$ cat config.mk
export PLATFORM = sky130hd
export DESIGN_NAME = fxalu_div_cell
export DESIGN_NICKNAME = d
export VERILOG_FILES = /design/src/sv/fxalu_pkg.sv /design/src/sv/fxalu_div_cell.sv
export SDC_FILE = /design/constraint.sdc
export NUM_CORES = 1
export LEC_CHECK = 0
export BUFFER_PORTS_ARGS = -buffer_cell sky130_fd_sc_hd__buf_2
export CORE_AREA = 2 2 142 144
export DETAILED_ROUTE_END_ITERATION = 10
export DIE_AREA = 0 0 144 146
export PLACE_DENSITY = 0.67
export SKIP_LAST_GASP = 1
export SLEW_MARGIN = 10
export SYNTH_ARGS = -nofsm -noshare
export SYNTH_HDL_FRONTEND = slang
export SYNTH_SLANG_ARGS = --single-unit
$ cat constraint.sdc
create_clock -name clk -period 6.6 [get_ports clk]
set_input_delay 1.32 -clock clk [delete_from_list [all_inputs] [get_ports clk]]
set_output_delay 1.32 -clock clk [all_outputs]
set_load 0.005 [all_outputs]
$ cat src/sv/fxalu_pkg.sv
// ----------------------------------------------------------------------------
// fxalu_pkg: shared types and constants for the fixed-point ALU
// Operation codes, the context that travels alongside each request, and
// the widths of the division chain.
// ----------------------------------------------------------------------------
package fxalu_pkg;

  typedef enum logic [3:0] {
    OP_ADD     = 4'd0,
    OP_SUB     = 4'd1,
    OP_MUL     = 4'd2,
    OP_DIV     = 4'd3,
    OP_MIN     = 4'd4,
    OP_MAX     = 4'd5,
    OP_INC     = 4'd6,
    OP_DEC     = 4'd7,
    OP_CMP     = 4'd8,
    OP_TOINT   = 4'd9,
    OP_FROMINT = 4'd10
  } op_t;

  // Quotient bits produced by the chain; also the remainder and divisor width.
  localparam int QW = 33;

  // Per-request context carried beside the division data.
  typedef struct packed {
    logic        is_div;  // result comes from the chain quotient
    logic        neg;     // quotient sign
    logic        dovf;    // quotient known to be too large before the chain
    logic [31:0] res;     // finished result of every other operation
    logic        ovf;
    logic        dbz;
    logic        gt;
    logic        lt;
    logic        eq;
  } ctx_t;

endpackage

$ cat src/sv/fxalu_div_cell.sv
// ----------------------------------------------------------------------------
// fxalu_div_cell: one step of the restoring division chain
// Brings down one dividend bit, trial-subtracts the divisor and registers
// the new remainder, quotient and request context for the next cell.
// ----------------------------------------------------------------------------
module fxalu_div_cell #(
  parameter int NW  = 42,
  parameter int BIT = 32
) (
  input  logic                      clk,
  input  logic                      rst,
  input  logic                      in_valid,
  input  fxalu_pkg::ctx_t           in_ctx,
  input  logic [NW-1:0]             in_num,
  input  logic [fxalu_pkg::QW-1:0]  in_den,
  input  logic [fxalu_pkg::QW-1:0]  in_rem,
  input  logic [fxalu_pkg::QW-1:0]  in_quo,
  output logic                      out_valid,
  output fxalu_pkg::ctx_t           out_ctx,
  output logic [NW-1:0]             out_num,
  output logic [fxalu_pkg::QW-1:0]  out_den,
  output logic [fxalu_pkg::QW-1:0]  out_rem,
  output logic [fxalu_pkg::QW-1:0]  out_quo
);

  logic [fxalu_pkg::QW:0]   trial;
  logic                     take;
  logic [fxalu_pkg::QW-1:0] rem_next;

  always_comb begin
    trial    = {in_rem, in_num[BIT]};
    take     = (trial >= {1'b0, in_den});
    rem_next = take ? fxalu_pkg::QW'(trial - {1'b0, in_den})
                    : trial[fxalu_pkg::QW-1:0];
  end

  always_ff @(posedge clk) begin
    if (rst) begin
      out_valid <= 1'b0;
    end else begin
      out_valid <= in_valid;
    end
    out_ctx <= in_ctx;
    out_num <= in_num;
    out_den <= in_den;
    out_rem <= rem_next;
    out_quo <= {in_quo[fxalu_pkg::QW-2:0], take};
  end

endmodule

# [Word level (Yosys, flattened, before mapping)]
# Cells that the tools add are included.
[totals] reg_bits=182 in_bits=184 out_inout_bits=182
[classes] addsub=1 magnitude_cmp=1 muxes=1
[op_table] operator="34-bit by 33-bit >= comparator with 1-bit output" count=1
[op_table] operator="33-bit two-way mux" count=1
[op_table] operator="33-bit subtractor" count=1

# [Longest topological paths before layout]
# Gate-level depths: netlist of the first run.
[depth] ltp_word=2 depth_mapped=14

# [Least setup slack after synthesis of the first run]
# No wires, ideal clock.
[synth_timing] path_type="in2reg" from="input port in_num[32]" to="register out_rem[1] (netlist name)" setup_time_ns=0.121 t_arrival_ns=3.506 path_slack_ns=2.973 cell_stages=12 path_buffers=1 cell_sequence="inv_1 ha_1 inv_1 fa_1 a21o_1 a221oi_2 o21ai_2 a21boi_2 o31ai_2 a21oi_4 buf_12 mux2_4"
[synth_between] elab_chain_cells=2 word_cells_on_any_way=3 classes_between="add/sub: 1; order compare: 1; mux: 1"
[synth_lines] element="start: declaration" line_no="fxalu_div_cell.sv:14" source="input logic [NW-1:0] in_num,"
[synth_lines] element="33-bit subtractor / 34-bit by 33-bit >= comparator with 1-bit output (equally long branches)" line_no="fxalu_div_cell.sv:33, fxalu_div_cell.sv:32"
[synth_lines] element="33-bit two-way mux *" line_no="fxalu_div_cell.sv:33" source="rem_next = take ? fxalu_pkg::QW'(trial - {1'b0, in_den})"
[synth_lines] element="via rem_next, one bit" line_no="fxalu_div_cell.sv:28" source="logic [fxalu_pkg::QW-1:0] rem_next;"
[synth_lines] element="end signal: assignment" line_no="fxalu_div_cell.sv:46" source="out_rem <= rem_next;"
[synth_lines] element="end: declaration" line_no="fxalu_div_cell.sv:22" source="output logic [fxalu_pkg::QW-1:0] out_rem,"
# The timed path passes the listed nets; every way through them passes the cells marked *.
# A chain may end at the register's enable or synchronous reset.

# [Worst setup path after layout of the first run]
[layout_timing] from="input port in_num[32]" to="register out_rem[11] (netlist name)"
# Same word-level chain as after synthesis.

==> impl_metrics.py, run 1 <==
metrics = {
    "finish": {
        "n_fill_cell": 1913,
        "fin_area_um2": 8820,
        "nNetsFinal": 1135,
        "syn_to_final_growth_pct": 42.8,
        "final_cells": 1199,
        "layout-drive-gt1-share_pct": 47.7,
        "seq_area_um2": 3640,
        "multi_input_area_um2": 2220,
    },
    "place": {
        "dp_hpwl_um": 18400,
        "place.port_buffers": 364,
        "dp.cells": 1163,
        "placed_area_um2": 8200,
        "gp_congestion": 0.857,
    },
    "route": {
        "ant_nets": 0,
        "firstDrtPassIters": 4,
        "finalWirelength_um": 22000,
        "viasPerCell": 4.36,
        "drtIter0Drc": 161,
        "vias": 5229,
        "route.detailed.drc": 0,
        "wl_per_cell_um": 18.3,
    },
    "clock_network": {
        "cts_tree": "built",
        "post_cts_buffers": 0,
        "cts_buffers": 17,
        "clockBufferDepth": 2,
        "cts_htree_levels": 4,
        "cts_num_sinks": 182,
        "hold_buffers": 0,
        "cts-root-buf": "clkbuf_16",
        "ctsResizeCount": 0,
        "path_clk_slew_ps": 80,
    },
    "pwr": {
        "powerDensity_nw_per_um2": 304,
        "power_mw": 2.69,
        "leakagePower_nw": 4.42,
        "ir_drop_v": 0.000168,
    },
    "grt": {
        "grt_max_degree": 28,
        "grt.total_usage_pct": 20.4,
        "grt-ovfl-total": 0,
        "grt_pass1_wl_um": 31200,
        "antenna_found_initial": 8,
        "grt_pass1_vias": 5297,
    },
    "yosys": {
        "synth_flop_cell": "dfxtp_1",
        "synth_edf_count": 0,
        "synth_fp_nets": 767,
        "synth_area_um2": 6180,
        "yosys_warnings": 0,
        "syn_avg_cell_area_um2": 11.3,
        "synth_cell_type_count": 60,
        "ys_seq_area_share_pct": 59.0,
        "synth.ff_latch_count": 182,
        "synthCells": 549,
        "async_reset_ff_share_pct": 0,
    },
    "setup_path": {
        "setup.worst_path.class": "in2reg",
        "critical_path.top_delay_family": "compound AO/OA/AOI/OAI gates",
        "crit_chain": "buf_2, inv_1, ha_1, inv_1, fa_1, a21o_1, a221oi_2, o21ai_2, a21boi_2, o31ai_2, a21oi_4, buf_4, o31ai_1",
        "cp-start-kind": "input port",
        "cp_slowest_cell": "a21oi_4",
        "cp_num_buf_inv": 4,
        "critPathMaxStageDelay_ps": 500,
        "worstSetupEndpointType": "flop",
        "crit_arrival_ps": 4490,
        "crit_top_cell": "inv_1",
        "cp_max_fo": 23,
        "required_ps": 6910,
    },
    "timing": {
        "fin_crit_ps": 4190,
        "report.final.hold_viol_count": 0,
        "setup_viol": 0,
        "max_freq_mhz": 239,
        "finalCritPeriodShare_pct": 63.4,
        "finalMaxSlewViolations": 0,
        "tightest_slew_ps": 630,
        "relSlewSlack_pct": 57.6,
        "tns_ps": 0,
        "rsz0062_at_grt": "false",
    },
    "die": {
        "io_pins": 366,
        "fp.dieH_um": 146,
        "die_area_um2": 21000,
        "core_area_um2": 19300,
        "std_cell_rows": 51,
        "start_util_pct": 31.9,
        "die_w_um": 144,
    },
    "hold_path": {
        "hp-start": "in_quo[4]",
        "hold_path_depth": 1,
        "min_to": "out_quo[5]",
        "min_path_type": "in2reg",
    },
    "flow_run": {
        "cap_violations": 0,
    },
    "status": {
        "status": "completed",
    },
}
==> how the worst max path moves through the flow <==
stage,startpoint,to,slack [ps],cells past startpoint
floorplan,in_num[32],out_rem[1],2970,12
global placement,in_num[32],out_rem[11],1980,13
detailed placement,in_num[32],out_rem[11],1940,13
CTS,in_num[32],out_rem[9],2390,14
global route,in_num[32],out_rem[11],2170,14
finish,in_num[32],out_rem[11],2410,13
==> kinds of logic after synthesis <==
logic type      synth area share [%]
xor+xnor                        3.97
buf+inv                         5.08
flops                           59.0
mux                            0.243
compound gates                  16.2
fa+ha+maj                       7.01
simple gates                    8.49
==> routing by layer <==
layer | vias to the layer above | track usage (%) | wire (um)
met4 | 10 | 5.54 | 320
met1 | 2378 | 23.4 | 8920
met2 | 199 | 35.0 | 10600
met3 | 30 | 8.09 | 2080
li1 | 2612 | - | -
met5 | - | 0 | 72
==> cell usage in the layout (no fill, tap or decap), types with 4 or more instances in the layout <==
master	netlist	final
buf_2	6	364
dfxtp_1	182	182
inv_1	44	44
nand2_1	42	42
ha_1	33	33
a21oi_1	32	32
o21ai_2	20	20
clkbuf_16	0	17
xnor2_1	15	15
nor2_1	14	14
o21ai_0	14	14
o21ai_1	13	13
xor2_1	13	13
a21o_1	12	12
nand2_2	10	10
and3_1	7	7
nand3_1	6	6
o21bai_1	6	6
nand4_1	5	5
clkinv_8	0	5
diode_2	0	4
o21a_1	4	4
nand2b_1	4	4
nor3_1	4	4
nor2b_1	4	4
o31ai_1	4	4
inv_6	0	4
==> layout make-up <==
cell class	count	share of cell area, %
inverters	45	1.91
clock inverters	14	1.96
diodes	4	0.113
well taps	265	3.76
repair buffers	366	20.8
flip-flops and latches	182	41.3
clock buffers	18	4.98
multi-input cells	305	25.2
==> synth_stat cells (7+ instances only) <==
cell / n / area, um^2
inv_1: 44 / 165
o21ai_1: 13 / 65.1
ha_1: 33 / 413
o21ai_0: 14 / 70.1
xnor2_1: 15 / 131
a21oi_1: 32 / 160
xor2_1: 13 / 114
dfxtp_1: 182 / 3640
nand2_2: 10 / 62.6
nor2_1: 14 / 52.6
a21o_1: 12 / 90.1
nand2_1: 42 / 158
o21ai_2: 20 / 175
and3_1: 7 / 43.8
==> through the flow <==
step	util (%)	hold slack (ps)	setup slack, ps
final	45.6	983	2410
after global routing	45.6	952	2170
after CTS	45.6	959	2390
after detailed placement	42.4	1420	1940
after global placement	42.4	1420	1980
after floorplan	-	1350	2970
==> power by group <==
part | leakage, nW | internal [mW] | switching (mW) | total, mW
logic | 2.59 | 0.202 | 0.236 | 0.438
registers | 1.54 | 1.19 | 0.0211 | 1.21
clock network | 0.297 | 0.525 | 0.514 | 1.04
==> flip-flops by register name (all words and copies together), names as in the netlist <==
| signal | count |
|---|---|
| out_num | 42 |
| out_valid | 1 |
| out_rem | 33 |
| out_quo | 33 |
| out_ctx | 40 |
| out_den | 33 |
No activity file was read; power rests on OpenSTA's default activity.
==> run 2, diff against run 1 <==
ABC_AREA = 1   (was default)
CORE_AREA = 2 2 144 146   (was 2 2 142 144)
DIE_AREA = 0 0 146 148   (was 0 0 144 146)
PLACE_DENSITY = 0.69   (was 0.67)
clock period = 4.3 ns   (was 6.6 ns; I/O delays follow)
==> run 2 against run 1 <==
Compared with the run above:
- core utilization up 2.7 points
- via count up 26%
- sequential share of layout area down 3.7 points
- critical path depth unchanged
- flip-flop and latch count unchanged
- die area up 2.8%
- power up 56%
- clock-buffer cell count down 1
- clock power up 55%
- highest routed layer unchanged
==> impl_metrics.py, run 2 <==
metrics = {
    "status": {
        "status": "completed",
    },
    "flow_run": {
        "cap_violations": 0,
    },
    "die": {
        "std_cell_rows": 52,
        "io_pins": 366,
        "core_area_um2": 20000,
        "fp.dieH_um": 148,
        "die_w_um": 146,
        "start_util_pct": 34.7,
        "die_area_um2": 21600,
    },
    "pwr": {
        "power_mw": 4.18,
        "leakagePower_nw": 5.54,
        "ir_drop_v": 0.000258,
        "powerDensity_nw_per_um2": 431,
    },
    "timing": {
        "rsz0062_at_grt": "false",
        "relSlewSlack_pct": 69.2,
        "max_freq_mhz": 361,
        "report.final.hold_viol_count": 0,
        "finalMaxSlewViolations": 0,
        "finalCritPeriodShare_pct": 64.4,
        "tightest_slew_ps": 462,
        "setup_viol": 0,
        "fin_crit_ps": 2770,
        "tns_ps": 0,
    },
    "place": {
        "gp_congestion": 0.898,
        "place.port_buffers": 364,
        "dp_hpwl_um": 20800,
    },
    "yosys": {
        "yosys_warnings": 0,
        "yosysMostFrequentCell": "nand2_1",
        "synthCells": 863,
        "synth_edf_count": 0,
        "synth_top_area_share_pct": 52.3,
        "syn_avg_cell_area_um2": 8.07,
        "synth_area_um2": 6960,
        "ys_top_cells_by_count": "nand2_1, dfxtp_1, inv_1",
        "synth_top_area_cell": "dfxtp_1",
        "ys_seq_area_share_pct": 52.3,
        "synth.area.top_cells": "dfxtp_1, nand2_1, inv_1",
        "synth_fp_nets": 1081,
        "synth_cell_type_count": 32,
        "async_reset_ff_share_pct": 0,
        "synth.ff_latch_count": 182,
        "synth_flop_cell": "dfxtp_1",
    },
    "route": {
        "drtIter0Drc": 199,
        "drt-met1-wl_um": 10500,
        "firstDrtPassIters": 6,
        "vias": 6592,
        "routed-wl-met3_um": 2140,
        "viasPerCell": 4.32,
        "wl_per_cell_um": 16.6,
        "route.met2.wl_um": 11700,
        "route.detailed.drc": 0,
        "ant_nets": 0,
        "highest_layer": "met5",
        "finalWirelength_um": 25300,
    },
    "setup_path": {
        "required_ps": 4630,
        "cp_max_fo": 35,
        "setup.worst_path.class": "in2reg",
        "setup.worst_path.end": "out_rem[24]",
        "cp-start-kind": "input port",
        "crit_arrival_ps": 3100,
        "cp-startpoint": "in_num[32]",
        "worstSetupEndpointType": "flop",
    },
    "grt": {
        "grt_max_degree": 36,
        "grt.total_usage_pct": 23.0,
        "grt_pass1_vias": 6370,
        "grt-ovfl-total": 0,
        "antenna_found_initial": 14,
        "grt_pass1_wl_um": 36900,
    },
    "finish": {
        "n_fill_cell": 2053,
        "reg.largest.list": "out_num: 42 flops, out_ctx: 40 flops",
        "syn_to_final_growth_pct": 39.2,
        "largest_reg_flops": 42,
        "layout_commonest_cell": "buf_2",
        "layout_common_cells": "buf_2, nand2_1, dfxtp_1, inv_1, nand3_1",
        "largest-register": "out_num",
        "layout-drive-gt1-share_pct": 34.4,
        "nNetsFinal": 1456,
        "fin_util_pct": 48.4,
    },
    "clock_network": {
        "cts_tree": "built",
        "ctsResizeCount": 0,
        "cts_num_sinks": 182,
        "cts_htree_levels": 4,
        "post_cts_buffers": 0,
        "cts-root-buf": "clkbuf_16",
        "clockBufferDepth": 2,
        "path_clk_slew_ps": 80,
        "hold_buffers": 0,
        "cts_buffers": 17,
    },
    "hold_path": {
        "min_path_type": "in2reg",
    },
}
[run 2: cell type report]
| cell class | instances | area, um^2 | share of cell area [%] |
|---|---|---|---|
| antenna | 6 | 15.0 | 0.155 |
| clock buffer | 17 | 425 | 4.39 |
| clock inverter | 15 | 193 | 1.99 |
| inverter | 158 | 593 | 6.12 |
| multi-input combinational | 514 | 2650 | 27.4 |
| sequential | 182 | 3640 | 37.6 |
| tap | 270 | 338 | 3.49 |
| timing repair buffer | 365 | 1830 | 18.9 |
[run 2: through the flow]
step           cell area (um^2)  instances  hold WS [ps]  worst slack, ps
6_report                   9690       1527           512             1530
5_1_grt                    9680       1523           490             1340
4_1_cts                    9680       1521           497             1520
3_5_place_dp               9060       1489           964             1050
3_3_place_gp               9060       1489           963             1110
2_1_floorplan              6960        863           888             1930
[run 2: critical path, cell delays in order]
cell     delay (ps)
buf_2           100
inv_1            60
ha_1            140
inv_1            90
fa_1            430
nand3_1         130
nand3_2         150
nand2_1         150
nand2_2          90
nand2_4         350
nand2_8         260
nand3_2         180
nand2_1          50
[run 2: worst min path at each step]
| stage | end | cells after the start | from |
|---|---|---|---|
| after global routing | out_num[17] | 1 | in_num[17] |
| after floorplan | out_ctx[0] | 0 | in_ctx[0] |
| after detailed placement | out_num[7] | 1 | in_num[7] |
| after global placement | out_ctx[13] | 1 | in_ctx[13] |
| final | out_num[26] | 1 | in_num[26] |
| after CTS | out_num[17] | 1 | in_num[17] |
[run 2: cells by family (layout without fill, tap and decap cells)]
logic type | after synthesis | after routing | share of synthesized area (%)
simple gates | 441 | 441 | 28.2
buf+inv | 167 | 555 | 9.56
flops | 182 | 182 | 52.3
xor+xnor | 14 | 14 | 1.76
other cells | 0 | 6 | 0
compound gates | 25 | 25 | 1.96
fa+ha+maj | 34 | 34 | 6.22
[run 2: metal layers]
layer,vias up,global-route usage (%)
li1,3362,-
met1,2919,27.7
met2,246,38.0
met3,55,7.99
met4,10,8.83
met5,-,0
[run 2: report_power, final]
part           switching (mW)  leakage [nW]  total (mW)  internal, mW
logic                   0.422          3.71       0.721         0.299
registers              0.0310          1.54        1.85          1.82
clock network           0.810         0.294        1.61         0.797
==> run 3, diff against run 2 <==
CORE_AREA = 2 2 142 144   (was 2 2 144 146)
DIE_AREA = 0 0 144 146   (was 0 0 146 148)
PLACE_DENSITY = 0.73   (was 0.69)
clock period = 2.5 ns   (was 4.3 ns; I/O delays follow)
==> run 3 against run 2 <==
Compared with the run above:
- clock-buffer cell count did not move
- highest routed layer unchanged
- largest cell class unchanged
- setup slack got worse by 1000 ps
- core utilization rose by 2.1 points
==> impl_metrics.py, run 3 (synthesized netlist as in run 2, its figures left out) <==
metrics = {
    "status": {
        "status": "completed",
    },
    "hold_path": {
        "hold_path_depth": 1,
        "hp-start": "in_ctx[20]",
        "min_to": "out_ctx[20]",
        "min_path_type": "in2reg",
    },
    "route": {
        "drtIter0Drc": 270,
        "route.detailed.drc": 0,
        "ant_nets": 0,
        "finalWirelength_um": 26000,
        "viasPerCell": 4.34,
        "wl_per_cell_um": 17.1,
        "vias": 6628,
        "firstDrtPassIters": 5,
    },
    "finish": {
        "nNetsFinal": 1465,
        "layout-drive-gt1-share_pct": 34.8,
        "syn_to_final_growth_pct": 40.0,
        "final_cells": 1526,
        "layout_commonest_cell": "buf_2",
        "reg.largest.list": "out_num: 42 flops, out_ctx: 40 flops",
        "largest_reg_flops": 42,
        "fin_util_pct": 50.4,
        "fin_area_um2": 9750,
        "largest-register": "out_num",
        "layout_common_cells": "buf_2, nand2_1, dfxtp_1, inv_1, nand3_1",
    },
    "timing": {
        "report.final.hold_viol_count": 0,
        "rsz0062_at_grt": "false",
        "relSlewSlack_pct": 74.0,
        "setup_viol": 0,
        "tns_ps": 0,
        "tightest_slew_ps": 387,
        "timing.hold.ws_ps": 147,
        "fin_crit_ps": 1980,
        "finalCritPeriodShare_pct": 79.1,
        "max_freq_mhz": 506,
        "finalMaxSlewViolations": 0,
    },
    "setup_path": {
        "crit_arrival_ps": 2360,
        "cp-start-kind": "input port",
        "required_ps": 2890,
        "worstSetupEndpointType": "flop",
        "cp_max_fo": 3,
        "cp_slowest_cell": "fa_1",
        "crit_chain": "buf_2, inv_1, ha_1, inv_1, fa_1, nand2_1, nand2_1, nand3_1, nand2_1, nand2_1, nand2_1, nand2_1, nand2_1, nand2_1, nand3_2, nand2_1",
        "setup.worst_path.class": "in2reg",
        "crit_top_cell": "nand2_1",
        "critPathMaxStageDelay_ps": 380,
    },
    "clock_network": {
        "cts_buffers": 17,
        "cts-root-buf": "clkbuf_16",
        "path_clk_slew_ps": 90,
        "cts_tree": "built",
        "cts_htree_levels": 4,
        "clockBufferDepth": 2,
        "hold_buffers": 0,
        "ctsResizeCount": 0,
        "post_cts_buffers": 0,
        "cts_num_sinks": 182,
    },
    "place": {
        "place.port_buffers": 364,
        "dp.cells": 1493,
        "dp_hpwl_um": 21600,
        "gp_congestion": 0.903,
        "placed_area_um2": 9120,
    },
    "grt": {
        "grt.total_usage_pct": 24.3,
        "grt-ovfl-total": 0,
        "antenna_found_initial": 12,
        "grt_max_degree": 36,
        "grt_pass1_vias": 6494,
        "grt_pass1_wl_um": 37300,
    },
    "pwr": {
        "ir_drop_v": 0.000447,
        "internal_power_mw": 5.03,
        "clkPwrFrac_pct": 38.5,
        "swShare_pct": 30.4,
        "combPwrFrac_pct": 17.5,
        "powerDensity_nw_per_um2": 742,
        "leakagePower_nw": 5.59,
        "sequentialPowerShare_pct": 44.0,
        "switchingPower_mw": 2.20,
    },
    "die": {
        "die_area_um2": 21000,
        "core_area_um2": 19300,
        "std_cell_rows": 51,
        "io_pins": 366,
        "die_w_um": 144,
        "start_util_pct": 36.0,
        "fp.dieH_um": 146,
    },
    "flow_run": {
        "cap_violations": 0,
    },
}
run 3: changes by cell type in the layout (fill, tap and decap cells not counted):
cell	previous run	this run
buf_4	1	10
clkinvlp_4	1	0
diode_2	6	1
inv_8	1	2
inv_6	4	2
clkinv_8	6	7
clkinv_2	0	1
run 3: power groups by stage:
stage	clock network [mW]	logic, mW	registers (mW)
after floorplan	0	0.617	3.29
after global placement	0	1.25	3.25
after detailed placement	0	1.27	3.25
after CTS	2.82	1.28	3.19
after global routing	2.93	1.41	3.21
final	2.78	1.27	3.19
run 3: cell type report:
cell class / count / area, um^2
Fill cell: 1926 / 9590
Sequential cell: 182 / 3640
Tap cell: 265 / 332
Clock inverter: 15 / 200
Antenna cell: 1 / 2.50
Timing Repair Buffer: 374 / 1900
Clock buffer: 17 / 425
Inverter: 158 / 593
Multi-Input combinational cell: 514 / 2650
run 3: critical path: cells and delay by family:
kind	cells	cell delay (ps)
adders and majority gates	2	520
and+or+nand+nor	11	1110
buffers and inverters	3	220
run 3: through the flow:
| stage | setup slack [ps] | total power [mW] |
|---|---|---|
| global route | 338 | 7.55 |
| detailed placement | 80.6 | 4.52 |
| floorplan | 490 | 3.91 |
| global placement | 95.9 | 4.50 |
| CTS | 544 | 7.29 |
| finish | 522 | 7.24 |
run 3: per-layer routing:
| layer | wire, um | global-route usage [%] |
|---|---|---|
| met5 | 37 | 0 |
| met4 | 617 | 7.84 |
| met3 | 2400 | 8.69 |
| met2 | 12100 | 40.3 |
| met1 | 10800 | 29.1 |
run 3: how the worst max path moves through the flow:
stage | depth (start not counted) | startpoint | slack, ps | to
2_1_floorplan | 13 | in_num[32] | 490 | out_rem[25]
3_3_place_gp | 15 | in_num[32] | 100 | out_rem[28]
3_5_place_dp | 14 | in_num[32] | 80 | out_rem[0]
4_1_cts | 14 | in_num[32] | 540 | out_rem[18]
5_1_grt | 15 | in_num[32] | 340 | out_rem[28]
6_report | 16 | in_num[32] | 520 | out_rem[22]
